==> config.mk <==
export PLATFORM = sky130hd
export DESIGN_NAME = fcs_sqrt
export DESIGN_NICKNAME = d
export VERILOG_FILES = /design/src/rtl/fabrik_chain_solver_unit_macros.svh /design/src/rtl/fcs_sqrt.sv
export SDC_FILE = /design/constraint.sdc
export NUM_CORES = 1
export LEC_CHECK = 0
export BUFFER_PORTS_ARGS = -buffer_cell sky130_fd_sc_hd__buf_2
export CAP_MARGIN = 10
export CORE_MARGIN = 2
export CORE_UTILIZATION = 69
export CTS_BUF_LIST = sky130_fd_sc_hd__clkbuf_2
export DETAILED_ROUTE_END_ITERATION = 8
export PLACE_DENSITY = 0.95
export SLEW_MARGIN = 25
export SYNTH_ARGS = -nofsm -noshare
export SYNTH_HDL_FRONTEND = slang
export SYNTH_SLANG_ARGS = --single-unit
==> constraint.sdc <==
create_clock -name clk -period 15.12 [get_ports clk]
set_input_delay 3.78 -clock clk [delete_from_list [all_inputs] [get_ports clk]]
set_output_delay 3.78 -clock clk [all_outputs]
set_load 0.005 [all_outputs]
==> src/rtl/fabrik_chain_solver_unit_macros.svh <==
// Assertion helper macros for the chain solver block.
`ifndef FABRIK_CHAIN_SOLVER_UNIT_MACROS_SVH
`define FABRIK_CHAIN_SOLVER_UNIT_MACROS_SVH

// Concurrent check, reset aware.
`define FCS_ASSERT(lbl, clk_s, rst_n_s, prop) \
	lbl: assert property (@(posedge clk_s) disable iff (!rst_n_s) (prop)) \
		else $error("check failed");

`endif

==> src/rtl/fcs_sqrt.sv <==
// ----------------------------------------------------------------------------
// fcs_sqrt
// Bit-serial floor square root of a 64-bit value, two result bits per
// cycle pair.
// ----------------------------------------------------------------------------
`default_nettype none
module fcs_sqrt (
	input  wire logic        clk,
	input  wire logic        arst_n,
	input  wire logic        start,
	input  wire logic [63:0] radicand,
	output logic             done,
	output logic [31:0]      root
);
	logic [63:0] rem_q;
	logic [63:0] res_q;
	logic [63:0] bit_q;
	logic        busy_q;
	logic [64:0] trial;

	assign trial = {1'b0, res_q} + {1'b0, bit_q};

	// one digit per cycle
	always_ff @(posedge clk or negedge arst_n) begin
		if (!arst_n) begin
			busy_q <= 1'b0;
			done   <= 1'b0;
		end else begin
			done <= 1'b0;
			if (start) begin
				busy_q <= 1'b1;
			end else if (busy_q) begin
				if (bit_q == 64'd1) begin
					busy_q <= 1'b0;
					done   <= 1'b1;
				end
			end
		end
	end

	always_ff @(posedge clk) begin
		if (start) begin
			rem_q <= radicand;
			res_q <= '0;
			bit_q <= 64'h4000_0000_0000_0000;
		end else if (busy_q) begin
			if ({1'b0, rem_q} >= trial) begin
				rem_q <= rem_q - trial[63:0];
				res_q <= (res_q >> 1) + bit_q;
			end else begin
				res_q <= res_q >> 1;
			end
			bit_q <= bit_q >> 2;
		end
	end

	assign root = res_q[31:0];
endmodule
`default_nettype wire

== Word-level counts from Yosys, hierarchy flattened ==
Cells that the tools add are included.
Widths: inputs -> output; s select.

* Memory bits (read-only): 0
* Output and inout bits: 33
* Word-level logic and storage cells: 23
* Memories kept: 0
* Bits in writable memories: 0
* Latch bits: 0
* Bits in registers: 162
* Input port bits: 67

* Div/mod/pow operators: 0
* $mul: 0
* Reduce and logical (&&, ||, !) cells: 3
* Add/subtract/negate cells: 3
* Bitwise gates (word level): 0
* Shifts and indexed selects: 0
* Multiplexer cells: 10
* $lt $le $gt $ge: 1
* Equality and inequality tests: 1

{| class="wikitable"
|+ Operator list
! operator !! count
|-
| $mux 64 || 4
|-
| $add 64x63->65 || 1
|-
| $ge 64x65->1 || 1
|-
| $add 63x63->64 || 1
|-
| $sub 64x64->64 || 1
|-
| $eq 32x1->1 const B || 1
|-
| $mux 1 || 6
|-
| $reduce_bool 2->1 || 2
|-
| $reduce_and 2->1 || 1
|}

== Depth between registers and ports, before layout ==
* Word-level depth: 5
* Depth in mapped cells: 29
* Depth with buffers taken out: 27

== Least setup slack after synthesis ==
No wires, ideal clock.

* Kind: register to register
* From: register res_q[8]
* To: register rem_q[0] (enable)
* Setup slack: 5140 ps
* Library setup time: 574 ps
* Period minus slack after synthesis: 9980 ps
* Data required time: 14546 ps
* Arrival time: 9406 ps
* Path buffers: 2
* Stages on the path, launching flop included: 27
* Path through: dfxtp_1 ha_1 nand2_1 or4_1 a2111oi_0 a211oi_1 o21ai_1 a41oi_1 o31a_1 nor2_1 nor2_1 o21bai_1 a31oi_1 xor2_1 ha_1 nand2_1 nor3_1 and3_1 nand3_1 nor2_1 a211o_1 nand2_1 o21ai_2 nand2_4 buf_2 buf_2 o21ai_0

* Longest elaborated chain between the ends: 4

{| class="wikitable"
|+ Ends and longest elaborated chain
! element !! RTL line !! RTL
|-
| from (decl) || fcs_sqrt.sv:16 || <nowiki>logic [63:0] res_q;</nowiki>
|-
| from (signal assigned) || fcs_sqrt.sv:49 || <nowiki>res_q <= (res_q >> 1) + bit_q;</nowiki>
|-
| from (signal assigned) || fcs_sqrt.sv:51 || <nowiki>res_q <= res_q >> 1;</nowiki>
|-
| $add 64x63->65 || fcs_sqrt.sv:21 || <nowiki>assign trial = {1'b0, res_q} + {1'b0, bit_q};</nowiki>
|-
| $ge 64x65->1 || fcs_sqrt.sv:47 || <nowiki>if ({1'b0, rem_q} >= trial) begin</nowiki>
|-
| $reduce_bool 2->1 (no line) || - ||
|-
| $reduce_and 2->1 (no line) || - ||
|-
| to (signal assigned) || fcs_sqrt.sv:43 || <nowiki>rem_q <= radicand;</nowiki>
|-
| to (signal assigned) || fcs_sqrt.sv:48 || <nowiki>rem_q <= rem_q - trial[63:0];</nowiki>
|-
| to (decl) || fcs_sqrt.sv:15 || <nowiki>logic [63:0] rem_q;</nowiki>
|}

No other way between the ends.
A chain may end at the register's enable or synchronous reset.

== Worst setup path in the final report ==
* From: register res_q[2]
* To: register rem_q[45] (enable)

Same word-level chain as after synthesis.

==> reports/results.tsv <==
stage	metric	value	unit
clock_tree	cts_buffers	17	
timing	max_freq	0.1323	GHz
setup_path	slowest_stage	buf_4	
setup_path	path_max_fanout	69	
die	floorplan.initialDensity	70.00	%
clock_tree	clkLatencyLatePin	0.83	ns
timing	hold_viol_final	0	
logic_synthesis	synth-seq-cells	162	
setup_path	rrSetupSlack	7.56	ns
clock_tree	post_cts_buffers	0	
setup_path	arrival	8.01	ns
clock_tree	clockRootBuffer	clkbuf_2	
pwr	powerDensity	188.1	nW/um^2
grt	antenna_found_initial	1	
route	routed_via_density	6.615	
route	vias	14070	
pwr	pwr-share-clk	8.9	%
pwr	power.internal	1.446	mW
setup_path	r2r-end	rem_q[45]	
die	dieArea	22440	um^2
die	num_io_pins	100	
grt	grt_pass1_wl	64.83	mm
route	ant_nets	0	
die	core_area	20960	um^2
timing	setup_viol	0	
timing	slew_headroom	31.26	%
timing	rsz0062_at_grt	no	
clock_tree	cts_tree	yes	
logic_synthesis	synth_compound_area_share	26.55	%
logic_synthesis	synthFlopType	dfxtp_1	
pwr	total_leakage_power	6.548	nW
logic_synthesis	syn_area	14670	um^2
timing	skew	0.05427	ns
clock_tree	cts_buffer_depth	2	
logic_synthesis	synthArstFlopShare	1.235	%
setup_path	cp_top_family	compound AO/OA/AOI/OAI gates	
setup_path	cp-end-kind	register	
logic_synthesis	yosysWarnings	0	
setup_path	crit_path_max_incr_delay	0.71	ns
route	drt-initial-drc-count	1547	
layout	nNetsFinal	2036	
logic_synthesis	synth-adder-area-share	11.23	%
grt	grt_pass1_vias	13030	
setup_path	crit_type	register to register	
setup_path	crit_buf_inv	1	
outcome	status	finished clean	
timing	tightest_slew	1.031	ns
logic_synthesis	syn_avg_cell_area	8.006	um^2
die	die_y	149.8	um
die	fp-row-count	53	
die	die_x	149.8	um
setup_path	crit_chain	ha_1 > a31oi_1 > or4_1 > nand2_1 > a31oi_1 > o21bai_1 > a31oi_1 > nor2_1 > or2_2 > a21oi_1 > xor2_1 > ha_1 > nand2_1 > nor2_1 > nand4_1 > o21ai_0 > a311o_1 > a221oi_2 > o21ai_2 > nand2_4 > o21ai_4 > buf_4	
setup_path	r2r_cells	22	
clock_tree	clk_pin_slew	0.26	ns
job	cap_violations	0	
logic_synthesis	yosysUniqueCellTypes	81	
layout	synthToLayoutAreaGrowth	3.779	%
placed_design	portBuffers	99	
route	detailedRoute.firstPassIterationCount	6	
timing	fin_crit	7.557	ns
layout	drive_gt1_share	9.616	%
pwr	seq_power_share	26.1	%
clock_tree	cts_resized	0	
pwr	power_switching	1.418	mW
logic_synthesis	syn-instance-count	1832	
setup_path	required	15.57	ns
logic_synthesis	synth_top_family_by_area	compound AO/OA/AOI/OAI gates	
layout	num-fill-cells	1630	
grt	grt_use_total	35.72	%
route	wl_per_cell	18.86	um
timing	tns	0	ns
timing	whs	0.5358	ns
timing	drv_slew	0	
pwr	combPwrFrac	65.0	%
logic_synthesis	synth_xor_area_share	8.897	%
clock_tree	cts-htree-levels	4	
timing	finalCritPeriodShare	49.98	%
worst_hold_path	holdPathStages	2	
setup_path	crit_path_frequent_cell	a31oi_1	
placed_design	dp_hpwl	29.73	mm
grt	grt.overflow.total	0	
placed_design	place.gp.congestion	1.015	
logic_synthesis	synth_nets	2030	
clock_tree	cts_sinks	162	
setup_path	r2r-start	res_q[2]	
worst_hold_path	hold_class	register to register	
layout	utilization	72.64	%
grt	grt_max_degree	86	
worst_hold_path	min_from	res_q[0]	
pwr	peakVddDrop	0.0001226	V
clock_tree	postCtsHoldBufs	0	
logic_synthesis	synth-seq-area-share	26.55	%
setup_path	startpoint_type	register	
logic_synthesis	synthMuxAreaShare	3.668	%
logic_synthesis	synth_edf_count	64	
logic_synthesis	post_synth_and_or_nand_nor_area_fraction	18.06	%
worst_hold_path	holdPathEnd	res_q[0]	
route	drcViolationCount	0	
route	detail_route.wirelength	40.11	mm
pwr	switching_share	49.50	%
-- stage by stage --
step	std cells	total power [mW]	instance area, um^2	setup slack [ns]
finish	2127	2.864	15220	7.563
global route	2127	3.076	15220	7.117
CTS	2126	2.817	15220	7.689
detailed placement	2094	2.559	14980	7.792
global placement	2094	2.495	14980	8.029
floorplan	1832	2.166	14670	5.140
-- how the worst max path moves through the flow --
| stage | startpoint | to | slack, ns | cells past startpoint |
|---|---|---|---|---|
| final | res_q[2] | rem_q[45] | 7.56 | 22 |
| after global routing | res_q[2] | rem_q[45] | 7.12 | 22 |
| after CTS | res_q[2] | rem_q[48] | 7.69 | 22 |
| after detailed placement | res_q[8] | rem_q[55] | 7.79 | 22 |
| after global placement | res_q[8] | rem_q[62] | 8.03 | 25 |
| after floorplan | res_q[8] | rem_q[0] | 5.14 | 26 |
-- worst register-to-register path: stages (launching register included) --
cell      delay (ns)
dfxtp_1         0.50
ha_1            0.31
a31oi_1         0.33
or4_1           0.22
nand2_1         0.10
a31oi_1         0.28
o21bai_1        0.15
a31oi_1         0.28
nor2_1          0.12
or2_2           0.31
a21oi_1         0.25
xor2_1          0.11
ha_1            0.43
nand2_1         0.10
nor2_1          0.20
nand4_1         0.12
o21ai_0         0.66
a311o_1         0.41
a221oi_2        0.14
o21ai_2         0.54
nand2_4         0.59
o21ai_4         0.31
buf_4           0.71
-- routing by layer --
layer | global-route usage, % | wire length (um)
met5 | 0 | 0
met4 | 15.90 | 1729
met3 | 6.677 | 4158
met2 | 56.16 | 17570
met1 | 47.84 | 16650
-- power groups by stage --
stage	Combinational [mW]	Clock [mW]	Sequential [mW]
2_1_floorplan	1.45	0	0.720
4_1_cts	1.82	0.254	0.743
6_report	1.86	0.256	0.747
5_1_grt	2.04	0.272	0.760
3_5_place_dp	1.81	0	0.750
3_3_place_gp	1.75	0	0.745
-- cells in the final DEF (no fill, tap or decap), drive strengths merged, types with 6 or more instances in the layout --
cell | Yosys | layout
a31o | 12 | 12
o31ai | 15 | 15
nor2b | 19 | 19
ha | 130 | 130
a221oi | 11 | 11
and2 | 13 | 13
o21bai | 34 | 34
nand2 | 208 | 208
xnor2 | 74 | 74
mux2 | 6 | 6
nor3 | 20 | 20
nor2 | 203 | 203
clkbuf | 72 | 17
xor2 | 75 | 75
mux2i | 47 | 47
dfxtp | 96 | 96
o22ai | 6 | 6
buf | 46 | 105
and3 | 19 | 19
nand4 | 31 | 31
a21oi | 128 | 128
a211o | 9 | 9
o21a | 12 | 12
a211oi | 29 | 29
o211ai | 7 | 7
edfxtp | 64 | 64
a21o | 51 | 51
nor4 | 11 | 11
o31a | 6 | 6
o221a | 7 | 7
nand3 | 24 | 24
or3 | 17 | 17
o21ai | 146 | 146
a31oi | 57 | 57
a311oi | 18 | 18
inv | 37 | 41
clkinv | 1 | 7
-- sequential cells by signal, indices dropped and copies added, names as in the netlist --
name and flops:
bit_q 32, busy_q 1, done 1, rem_q 64, res_q 64
-- logic make-up (layout without fill, tap and decap cells) --
| kind of cell | Yosys count | after routing |
|---|---|---|
| flops | 162 | 162 |
| simple gates | 589 | 589 |
| xor+xnor | 149 | 149 |
| buf+inv | 156 | 175 |
| compound gates | 592 | 592 |
| fa+ha+maj | 131 | 131 |
| other cells | 0 | 1 |
| mux | 53 | 53 |
-- Yosys cell counts, types with 8 or more instances --
master,instances,share of area [%]
a211o_1,9,0.54
a211oi_1,29,1.5
a21o_1,51,2.6
a21oi_1,128,4.4
a221oi_1,8,0.48
a311oi_1,18,1.1
a31o_2,11,0.66
a31oi_1,57,2.4
and2_1,12,0.51
and3_1,19,0.81
buf_4,35,1.8
clkbuf_1,71,1.8
dfxtp_1,96,13
edfxtp_1,64,13
ha_1,130,11
inv_1,37,0.95
mux2i_1,47,3.2
nand2_1,207,5.3
nand3_1,24,0.82
nand4_1,31,1.3
nor2_1,202,5.2
nor2b_1,19,0.81
nor3_1,20,0.68
nor4_1,11,0.47
o21a_1,12,0.61
o21ai_0,142,4.8
o21bai_1,34,1.7
o31ai_1,15,0.77
or3_1,17,0.73
xnor2_1,74,4.4
xor2_1,75,4.5
-- layout make-up --
type,instances,area [um^2],area share (%)
multi-input combinational,1514,10040,65.99
sequential,162,3897,25.60
timing repair buffer,105,546.8,3.592
tap,275,344.1,2.260
clock inverter,15,158.9,1.044
inverter,38,142.6,0.9370
clock buffer,17,85.08,0.5589
antenna,1,2.502,0.01644
Note: power is estimated with default switching activity, not from simulation.
