`src/rtl/fabrik_chain_solver_unit_macros.svh`:
```
// Assertion helper macros for the chain solver block.
`ifndef FABRIK_CHAIN_SOLVER_UNIT_MACROS_SVH
`define FABRIK_CHAIN_SOLVER_UNIT_MACROS_SVH

// Concurrent check, reset aware.
`define FCS_ASSERT(lbl, clk_s, rst_n_s, prop) \
	lbl: assert property (@(posedge clk_s) disable iff (!rst_n_s) (prop)) \
		else $error("check failed");

`endif

```
`src/rtl/fcs_divider.sv`:
```
// ----------------------------------------------------------------------------
// fcs_divider
// Restoring divider, 66-bit dividend by 32-bit divisor, one quotient bit
// per cycle.
// ----------------------------------------------------------------------------
`default_nettype none
module fcs_divider (
	input  wire logic        clk,
	input  wire logic        arst_n,
	input  wire logic        start,
	input  wire logic [65:0] dividend,
	input  wire logic [31:0] divisor,
	output logic             done,
	output logic [65:0]      quotient
);
	logic [65:0] quo_q;
	logic [32:0] rem_q;
	logic [31:0] dsr_q;
	logic [6:0]  cnt_q;
	logic        busy_q;
	logic [33:0] shifted;
	logic        ge;

	assign shifted = {rem_q, quo_q[65]};
	assign ge      = shifted >= {2'b00, dsr_q};

	always_ff @(posedge clk or negedge arst_n) begin
		if (!arst_n) begin
			busy_q <= 1'b0;
			done   <= 1'b0;
			cnt_q  <= '0;
		end else begin
			done <= 1'b0;
			if (start) begin
				busy_q <= 1'b1;
				cnt_q  <= 7'd66;
			end else if (busy_q) begin
				cnt_q <= cnt_q - 7'd1;
				if (cnt_q == 7'd1) begin
					busy_q <= 1'b0;
					done   <= 1'b1;
				end
			end
		end
	end

	// shift-subtract step
	always_ff @(posedge clk) begin
		if (start) begin
			quo_q <= dividend;
			rem_q <= '0;
			dsr_q <= divisor;
		end else if (busy_q) begin
			quo_q <= {quo_q[64:0], ge};
			rem_q <= ge ? 33'(shifted - {2'b00, dsr_q}) : shifted[32:0];
		end
	end

	assign quotient = quo_q;
endmodule
`default_nettype wire

```
`config.mk`:
```
export PLATFORM = sky130hd
export DESIGN_NAME = fcs_divider
export DESIGN_NICKNAME = d
export VERILOG_FILES = /design/src/rtl/fabrik_chain_solver_unit_macros.svh /design/src/rtl/fcs_divider.sv
export SDC_FILE = /design/constraint.sdc
export NUM_CORES = 1
export LEC_CHECK = 0
export ABC_AREA = 1
export BUFFER_PORTS_ARGS = -buffer_cell sky130_fd_sc_hd__buf_2
export CAP_MARGIN = 0
export CORE_ASPECT_RATIO = 0.5
export CORE_UTILIZATION = 31
export CTS_BUF_LIST = sky130_fd_sc_hd__clkbuf_4
export DETAILED_ROUTE_END_ITERATION = 8
export SYNTH_ARGS = -nofsm -noshare
export SYNTH_HDL_FRONTEND = slang
export SYNTH_SLANG_ARGS = --single-unit
```
`constraint.sdc`:
```
create_clock -name clk -period 4.4 [get_ports clk]
set_input_delay 0.44 -clock clk [delete_from_list [all_inputs] [get_ports clk]]
set_output_delay 0.44 -clock clk [all_outputs]
set_load 0.01 [all_outputs]
```
After elaboration in Yosys (flattened, before gate mapping)
Cells that the tools add are included.
{"block": "totals", "wordCells": 22, "output_inout_bits": 67, "regBits": 140, "inputBits": 101}
{"block": "classes", "add_sub_neg": 2, "eq_ne": 1, "muxes": 11, "n_reduce_logical": 1, "order_cmp": 1}
{"operator": "two-way mux 66 bit", "count": 2}
{"operator": ">= comparator 34 x 32 -> 1 bit", "count": 1}
{"operator": "two-way mux 33 bit", "count": 1}
{"operator": "subtractor 33 x 32 -> 33 bit", "count": 1}
{"operator": "two-way mux 7 bit", "count": 2}
{"operator": "equality test 7 x 1 -> 1 bit (second input constant)", "count": 1}
{"operator": "subtractor 7 x 1 -> 7 bit (second input constant)", "count": 1}
{"operator": "two-way mux 1 bit", "count": 6}
{"operator": "nonzero test 2 bit", "count": 1}

Depth between registers and ports, before layout
Gate-level depths: netlist of run 1.
{"block": "depth", "ltp_word": 4, "mapped_depth": 16, "ltp_nobuf": 16}

Worst setup path before layout of run 1
OpenSTA, ideal clock, no wires.
{"block": "synth_timing", "kind": "input-to-reg", "start": "input start", "end": "register quo_q[0], in the netlist quotient[0], enable pin", "stages": 3, "slack_ns": 1.925, "n_path_buf": 1, "required_ns": 3.980, "arrival_ns": 2.055, "setup_time_ns": 0.420, "cell_sequence": "clkbuf_1 > nor2_1 > inv_1"}
{"block": "synth_between", "elab_chain_cells": 1}
{"item": "from (decl)", "line_no": "fcs_divider.sv:10", "rtl": "input wire logic start,"}
{"item": "nonzero test 2 bit (no line)"}
{"item": "to (signal assigned)", "line_no": "fcs_divider.sv:50", "rtl": "quo_q <= dividend;"}
{"item": "to (signal assigned)", "line_no": "fcs_divider.sv:54", "rtl": "quo_q <= {quo_q[64:0], ge};"}
{"item": "to (decl)", "line_no": "fcs_divider.sv:16", "rtl": "logic [65:0] quo_q;"}
Every way passes these cells.
A chain may end at the register's enable or synchronous reset.

Worst setup path after layout of run 1
{"block": "layout_timing", "start": "register dsr_q[22]", "end": "register rem_q[20]"}
{"block": "layout_between", "elab_chain_cells": 2}
{"item": "from (decl)", "line_no": "fcs_divider.sv:18", "rtl": "logic [31:0] dsr_q;"}
{"item": "from (signal assigned)", "line_no": "fcs_divider.sv:52", "rtl": "dsr_q <= divisor;"}
{"item": ">= comparator 34 x 32 -> 1 bit", "line_no": "fcs_divider.sv:25", "rtl": "assign ge = shifted >= {2'b00, dsr_q};"}
{"item": "two-way mux 33 bit", "line_no": "fcs_divider.sv:55", "rtl": "rem_q <= ge ? 33'(shifted - {2'b00, dsr_q}) : shifted[32:0];"}
{"item": "to (signal assigned)", "line_no": "fcs_divider.sv:55"}
{"item": "to (decl)", "line_no": "fcs_divider.sv:17", "rtl": "logic [32:0] rem_q;"}
Every way passes these cells.

==> impl_metrics.yaml, run 1 <==
clock_tree:
  path_clk_slew_ps: 120
  cts.sinks: 140
  numCtsBuffers: 17
  clock_latency_ps: 620
  hold_buffers: 32
  post_cts_resized: 0
  root_buffer: "clkbuf_4"
  cts_tree: "done"
  post-cts-setup-buffers: 0
  htree_num_levels: 4
  cts_buffer_depth: 2
yosys:
  synth-edff-count: 98
  netlist_top_cells_area: "edfxtp_1, nand2_1, dfxtp_1, inv_1, ha_1"
  synth_top_cell_area_share_pct: 35.4
  avgSynthCellArea_um2: 7.41
  ys_seq_elements: 140
  synthArstFlopShare_pct: 6.43
  synth_area_um2: 8310
  ys_types: 37
  yosys_warnings: 0
  synthCells: 1121
  yosysMostFrequentCell: "nand2_1"
  synth_common_cells: "nand2_1, inv_1, edfxtp_1"
  ys.flop_type: "edfxtp_1"
  synth_seq_area_share_pct: 46.1
  synth_area_leader_cell: "edfxtp_1"
  syn-num-nets: 1257
setup_path:
  max_stage_delay_ps: 600
  cp_cell_sequence: "inv_1, ha_1, nand2_1, nor2_2, nand2_1, nor2_2, nand4_4, nand3_4, nand3_1, nand3_1, nand2_1"
  crit_type: "flop to flop"
  critPathLaunchType: "flop"
  timing.reg2reg.setup_slack_ps: 1560
  cp_slowest_cell: "nand3_4"
  cpLargestDelayFamily: "simple AND/OR/NAND/NOR gates"
  crit_arrival_ps: 3350
  cp_common_cell: "nand2_1"
  critPathCaptureType: "flop"
  critPathBufInv: 1
  cp_max_fo: 34
  crit_required_ps: 4900
timing:
  skew_ps: 27.6
  hold_ws_ps: 73.3
  worst_slew_pin_slew_ps: 1130
  finalMaxSlewViolations: 0
  period_share_pct: 64.6
  tns_ps: 0
  rsz0062_at_grt: "false"
  max_slew_margin_pct: 25.0
  setup_viol: 0
  final_hold_viol_count: 0
  post-route-worst-setup-slack_ps: 1560
  period_needed_ps: 2840
  fmax_mhz: 352
layout:
  area_growth_pct: 21.1
  nets: 1448
  drive_gt1_share_pct: 17.1
  fill_cells: 2766
  fin_util_pct: 39.1
detailed_routing:
  viasPerCell: 4.53
  dr.pass1.iters: 7
  wl_per_cell_um: 12.7
  drt_drc_violations_left: 8
  wirelength_um: 21300
  via_count: 7568
  ant_nets: 0
  drt_iter0_markers: 473
grt:
  gr-total-overflow: 0
  antenna_found_initial: 1
  grt_max_degree: 100
  grt_usage_pct: 16.1
  grt_pass1_vias: 7242
  grt_pass1_wl_um: 35400
floorplan:
  start_util_pct: 32.3
  die_area_um2: 27500
  die_w_um: 234
  core_um2: 25800
  die_h_um: 118
  rows: 41
  ioPinCount: 168
hold_path:
  hold_class: "input port to flop"
placement:
  port_buffers: 167
  dp_hpwl_um: 15300
  place.gp.congestion: 0.966
  place_ws_ps: 1540
power:
  p_total_mw: 4.80
  irDropWorstVdd_v: 0.000210
  p_leak_nw: 5.38
  powerDensity_nw_per_um2: 477
run_status:
  violations: "design-rule violations"
  status: "finished with violations"
flow_run:
  cap_violations: 0
-- where the power goes --
group | total, mW | switching, mW | internal, mW
Sequential | 1.78 | 0.140 | 1.64
Clock | 0.819 | 0.523 | 0.295
Combinational | 2.20 | 1.39 | 0.811
-- final timing paths --
kind                              from         to  depth (start not counted)
setup / recovery             dsr_q[22]  rem_q[20]                         11
hold / removal             divisor[19]  dsr_q[19]                          1
setup reg to reg             dsr_q[22]  rem_q[20]                         11
hold reg to reg              rem_q[11]  rem_q[11]                          2
max in group asynchronous       arst_n   cnt_q[6]                          2
min in group asynchronous       arst_n       done                          2
-- state kept, by name, summed over array words and instances, names as in the netlist --
register  cells
done          1
quotient     66
rem_q        33
dsr_q        32
busy_q        1
cnt_q         7
-- logic make-up after synthesis --
| family | after synthesis | synth area share (%) |
|---|---|---|
| AND/OR/NAND/NOR | 679 | 34.1 |
| buffers and inverters | 203 | 9.53 |
| flip-flops | 140 | 46.1 |
| AO/OA/AOI/OAI | 47 | 3.19 |
| adder cells (fa/ha/maj) | 35 | 5.36 |
| XOR/XNOR | 17 | 1.79 |
-- metal layers --
layer / wire length [um] / global-route usage [%]
met2: 9520 / 25.2
met4: 302 / 5.40
met1: 10300 / 21.6
met5: 0 / 0
met3: 1170 / 4.00
-- layout make-up --
type,instances,area (um^2),share of cell area (%)
Antenna cell,2,5.00,0.0497
Tap cell,344,430,4.28
Inverter,169,634,6.30
Clock inverter,13,119,1.18
Timing Repair Buffer,206,1210,12.0
Multi-Input combinational cell,778,3690,36.7
Sequential cell,140,3830,38.0
Clock buffer,19,143,1.42
-- metrics by stage --
step           area, um^2  std cells
2_1_floorplan        8310       1121
3_3_place_gp         9480       1605
3_5_place_dp         9480       1605
4_1_cts             10100       1669
5_1_grt             10100       1670
6_report            10100       1671
-- cell usage in the layout (no fill, tap or decap), types with 2 or more instances in the layout --
master	instances
clkbuf_4	19
diode_2	2
buf_4	8
inv_6	2
clkinv_4	4
inv_1	167
nand4_1	35
o21ai_0	11
clkinv_2	3
nor3_2	2
nor2_2	8
nor4_1	2
nand3_1	74
dlygate4sd3_1	32
dfrtp_1	9
nand2_2	3
xor2_1	2
nor2_1	52
buf_2	166
nor3_1	3
xnor2_1	15
o21bai_1	3
a21o_1	2
inv_2	2
ha_1	34
a21oi_1	28
clkinvlp_4	2
nand2_1	490
nand3b_1	2
dfxtp_1	33
edfxtp_1	98
Note: power is estimated with default switching activity, not from simulation.
==> run 2, diff against run 1 <==
==> constraint.sdc (replaced) <==
create_clock -name clk -period 2.6 [get_ports clk]
set_input_delay 0.26 -clock clk [delete_from_list [all_inputs] [get_ports clk]]
set_output_delay 0.26 -clock clk [all_outputs]
set_load 0.01 [all_outputs]
==> run 2 against run 1 <==
Net effect: the run still ends with design-rule violations left; clock power is 87% higher; combinational power is 77% higher; first-iteration DRC count is 3.0% lower; die area stayed put; critical path depth is 3 higher; global-route usage is 0.91 points higher; maximum frequency is 22% higher; final area is 7.8% higher; hold slack better by 66 ps; clock-buffer cell count is 1 lower; critical path type unchanged; largest cell class unchanged; largest power group unchanged; highest routed layer unchanged.
==> impl_metrics.yaml, run 2 (synthesis results as in run 1) <==
floorplan:
  start_util_pct: 32.3
  die_area_um2: 27500
  ioPinCount: 168
  core_um2: 25800
  die_w_um: 234
  die_h_um: 118
  rows: 41
flow_run:
  cap_violations: 0
placement:
  place_ws_ps: 238
  place.gp.congestion: 0.964
  port_buffers: 167
  dp_cells: 1610
  dp_hpwl_um: 15500
setup_path:
  crit_arrival_ps: 2890
  crit_type: "flop to flop"
  critPathLaunchType: "flop"
  critPathCaptureType: "flop"
  crit_required_ps: 3150
  cp_max_fo: 18
grt:
  antenna_found_initial: 2
  grt_usage_pct: 17.0
  grt_pass1_vias: 7660
  grt_pass1_wl_um: 37300
  grt_max_degree: 68
  gr-total-overflow: 0
clock_tree:
  cts_buffer_depth: 2
  path_clk_slew_ps: 150
  cts_tree: "done"
  post-cts-setup-buffers: 0
  htree_num_levels: 4
  numCtsBuffers: 17
  root_buffer: "clkbuf_4"
  clock_latency_ps: 620
  cts.sinks: 140
timing:
  fmax_mhz: 428
  tns_ps: 0
  post-route-worst-setup-slack_ps: 262
  setup_viol: 0
  finalMaxSlewViolations: 0
  max_slew_margin_pct: 53.5
  period_share_pct: 89.9
  worst_slew_pin_slew_ps: 698
  final_hold_viol_count: 0
  skew_ps: 25.5
  period_needed_ps: 2340
  rsz0062_at_grt: "false"
power:
  p_leak_nw: 5.71
  p_total_mw: 8.45
  irDropWorstVdd_v: 0.000350
  powerDensity_nw_per_um2: 778
detailed_routing:
  via_count: 7902
  wl_per_cell_um: 13.0
  wirelength_um: 22700
  viasPerCell: 4.53
  dr.pass1.iters: 7
  drt_iter0_markers: 459
  drt_drc_violations_left: 4
  ant_nets: 0
layout:
  largest_register_ffs: 66
  fill_cells: 2637
  drive_gt1_share_pct: 16.7
  final_common_cell: "nand2_1"
  area_growth_pct: 30.6
  regArea_um2: 3830
  nets: 1521
  final_cell_mix: "nand2_1, inv_1, buf_2, dlygate4sd3_1, edfxtp_1"
  multiInputGateArea_um2: 3700
  stdcell_count: 1746
  fin_util_pct: 42.1
hold_path:
  hold_class: "input port to flop"
run_status:
  status: "finished with violations"
  violations: "design-rule violations"
run 2: repair_timing:
action | CTS | global route
resized for setup | 0 | 1
setup endpoints to repair | 0 | 9
endpoints found under the hold margin | 107 | 0
hold buffers | 100 | 0
run 2: through the flow:
stage | area (um^2) | hold slack [ps]
after floorplan | 8310 | -35.6
after global placement | 9540 | 118
after detailed placement | 9540 | 121
after CTS | 10800 | 62.8
after global routing | 10900 | 68.9
final | 10900 | 139
run 2: where the power goes:
part           internal, mW  total, mW  switching [mW]
Combinational          1.49       3.89            2.40
Sequential             2.78       3.02           0.242
Clock                 0.603       1.53           0.930
run 2: layer usage:
layer,global-route usage [%],up-vias,part of all wire [%]
met5,0,-,0
met4,5.93,0,2.3
met3,4.19,33,4.6
met2,27.2,209,46
met1,22.3,3597,47
li1,-,4063,-
run 2: worst paths after layout:
check	startpoint	end	slack, ps	cells after the start
max	quotient[65]	rem_q[17]	260	14
min	start	dsr_q[28]	140	1
max reg2reg	quotient[65]	rem_q[17]	260	14
min reg2reg	rem_q[18]	rem_q[18]	480	2
max in group asynchronous	arst_n	cnt_q[4]	1670	3
min in group asynchronous	arst_n	cnt_q[0]	640	3
run 2: final cells by class:
| type | count | area share [%] |
|---|---|---|
| repair buffers | 279 | 18.0 |
| well taps | 344 | 3.97 |
| clock buffers | 18 | 1.25 |
| diodes | 4 | 0.0922 |
| flip-flops and latches | 140 | 35.3 |
| inverters | 169 | 5.85 |
| clock inverters | 14 | 1.50 |
| multi-input cells | 778 | 34.1 |
run 2: critical path: stages, from the launching register on:
cell	delay, ps
edfxtp_1	420
inv_1	90
ha_1	140
inv_1	80
fa_2	380
nand3_1	130
nand3_2	130
nand2_1	80
nand2_1	110
nand2_2	140
nand3_4	90
buf_4	220
nand2_1	100
nand3_1	70
nand2_1	70
==> run 3, diff against run 2 <==
--- a/config.mk
+++ b/config.mk
@@ -8,7 +8,7 @@
 export ABC_AREA = 1
 export BUFFER_PORTS_ARGS = -buffer_cell sky130_fd_sc_hd__buf_2
 export CAP_MARGIN = 0
-export CORE_ASPECT_RATIO = 0.5
+export CORE_ASPECT_RATIO = 1.4
 export CORE_UTILIZATION = 31
 export CTS_BUF_LIST = sky130_fd_sc_hd__clkbuf_4
 export DETAILED_ROUTE_END_ITERATION = 8
==> constraint.sdc (replaced) <==
create_clock -name clk -period 2.6 [get_ports clk]
set_input_delay 0.26 -clock clk [delete_from_list [all_inputs] [get_ports clk]]
set_output_delay 0.26 -clock clk [all_outputs]
set_load 0.005 [all_outputs]
==> run 3 against run 2 <==
Net effect: the flow now finishes without violations; utilization decreased by 0.96 points; clock skew decreased by 1.6 ps; maximum frequency decreased by 0.92%; sequential share of layout area increased by 0.10 points; non-clock buffer count increased by 5; routed wire length increased by 8.0%; flip-flop and latch count unchanged; largest cell class unchanged; largest power group unchanged.
==> impl_metrics.yaml, run 3 (synthesis results as in run 1) <==
detailed_routing:
  maxUsedRoutingLayer: "met4"
  wirelength_um: 24600
  wl_met3_um: 1170
  dr.pass1.iters: 5
  ant_nets: 0
  m1WireLength_um: 9980
  viasPerCell: 4.63
  wl_per_cell_um: 14.2
  wl_met2_um: 12500
  drt_iter0_markers: 358
  via_count: 8002
  drt_drc_violations_left: 0
setup_path:
  r2r-start: "quotient[65]"
  crit_arrival_ps: 2840
  cp_max_fo: 14
  ff2ff_path_depth: 13
  critPathLaunchType: "flop"
  crit_type: "flop to flop"
  crit_required_ps: 3080
  critPathCaptureType: "flop"
  timing.reg2reg.setup_slack_ps: 240
  r2r_end: "rem_q[13]"
placement:
  dp_cells: 1595
  port_buffers: 167
  place_ws_ps: 167
  dp_hpwl_um: 17400
  place.gp.congestion: 0.912
layout:
  drive_gt1_share_pct: 16.7
  largest_register_ffs: 66
  area_growth_pct: 30.2
  nets: 1526
  final_common_cell: "nand2_1"
  final_cell_mix: "nand2_1, inv_1, buf_2, dlygate4sd3_1, edfxtp_1"
  stdcell_count: 1728
clock_tree:
  clock_latency_ps: 590
  cts.sinks: 140
  numCtsBuffers: 17
  htree_num_levels: 4
  root_buffer: "clkbuf_4"
  cts_tree: "done"
  path_clk_slew_ps: 130
  cts_buffer_depth: 2
timing:
  finalMaxSlewViolations: 0
  period_share_pct: 90.7
  rsz0062_at_grt: "false"
  worst_slew_pin_slew_ps: 695
  period_needed_ps: 2360
  final_hold_viol_count: 0
  max_slew_margin_pct: 53.7
  hold_ws_ps: 88.8
  setup_viol: 0
  skew_ps: 23.9
  post-route-worst-setup-slack_ps: 241
  fmax_mhz: 424
  tns_ps: 0
floorplan:
  rows: 70
  die_w_um: 140
  start_util_pct: 31.6
  core_um2: 26300
  ioPinCount: 168
  die_h_um: 196
  die_area_um2: 27500
grt:
  gr-total-overflow: 0
  grt_max_degree: 52
  antenna_found_initial: 1
  grt_pass1_vias: 8102
  grt_pass1_wl_um: 40000
  grt_usage_pct: 18.7
power:
  irDropWorstVdd_v: 0.000524
  powerDensity_nw_per_um2: 773
  p_leak_nw: 5.72
  p_total_mw: 8.36
run_status:
  status: "finished clean"
hold_path:
  hold_class: "input port to async pin"
flow_run:
  cap_violations: 0
[run 3: cell count changes in the layout (fill, tap and decap cells not counted), moves of 2 or more]
cell and delta:
buf_4 +4, clkinv_1 +3, clkinv_2 +3, diode_2 -3, inv_6 -3, inv_8 -2
[run 3: final cells by class]
cell class | instances | area [um^2]
Fill cell | 2711 | 15500
Sequential cell | 140 | 3830
Multi-Input combinational cell | 778 | 3700
Timing Repair Buffer | 284 | 2010
Inverter | 169 | 634
Tap cell | 324 | 405
Clock buffer | 19 | 143
Clock inverter | 13 | 103
Antenna cell | 1 | 2.50
[run 3: worst max-delay path, stage by stage (launching register included)]
cell and delay (ps):
edfxtp_1 410, inv_1 90, ha_1 150, inv_1 80, fa_1 430, nand3_1 130, nand3_2 130, nand2_1 80
nand2_1 110, nand2_2 140, buf_4 240, nand4_1 110, nand3_1 110, nand2_1 60
[run 3: worst max path at each step]
stage	start	to	slack, ps	depth (start not counted)
4_1_cts	quotient[65]	rem_q[19]	150	14
2_1_floorplan	start	quotient[0]	310	3
6_report	quotient[65]	rem_q[13]	240	13
5_1_grt	quotient[65]	rem_q[18]	10	14
3_5_place_dp	quotient[65]	rem_q[13]	170	14
3_3_place_gp	quotient[65]	rem_q[28]	250	13
[run 3: metrics by stage]
step	util, %	area (um^2)
floorplan	-	8310
global placement	36.4	9560
detailed placement	36.4	9560
CTS	41.1	10800
global route	41.2	10800
finish	41.2	10800
[run 3: what timing repair did]
item	CTS	global route
hold buffers	99	0
setup buffers	0	1
setup endpoints to repair	0	27
hold endpoints to repair	107	0
resized for setup	0	1
[run 3: metal layers]
layer	global-route usage, %	vias to the layer above
met2	33.8	240
met4	9.65	0
met1	20.4	3640
met5	0	-
met3	4.00	49
li1	-	4073
[run 3: power by group]
part,internal (mW),switching [mW],total [mW]
clock,0.481,0.861,1.34
sequential,2.78,0.250,3.03
combinational,1.57,2.43,3.99
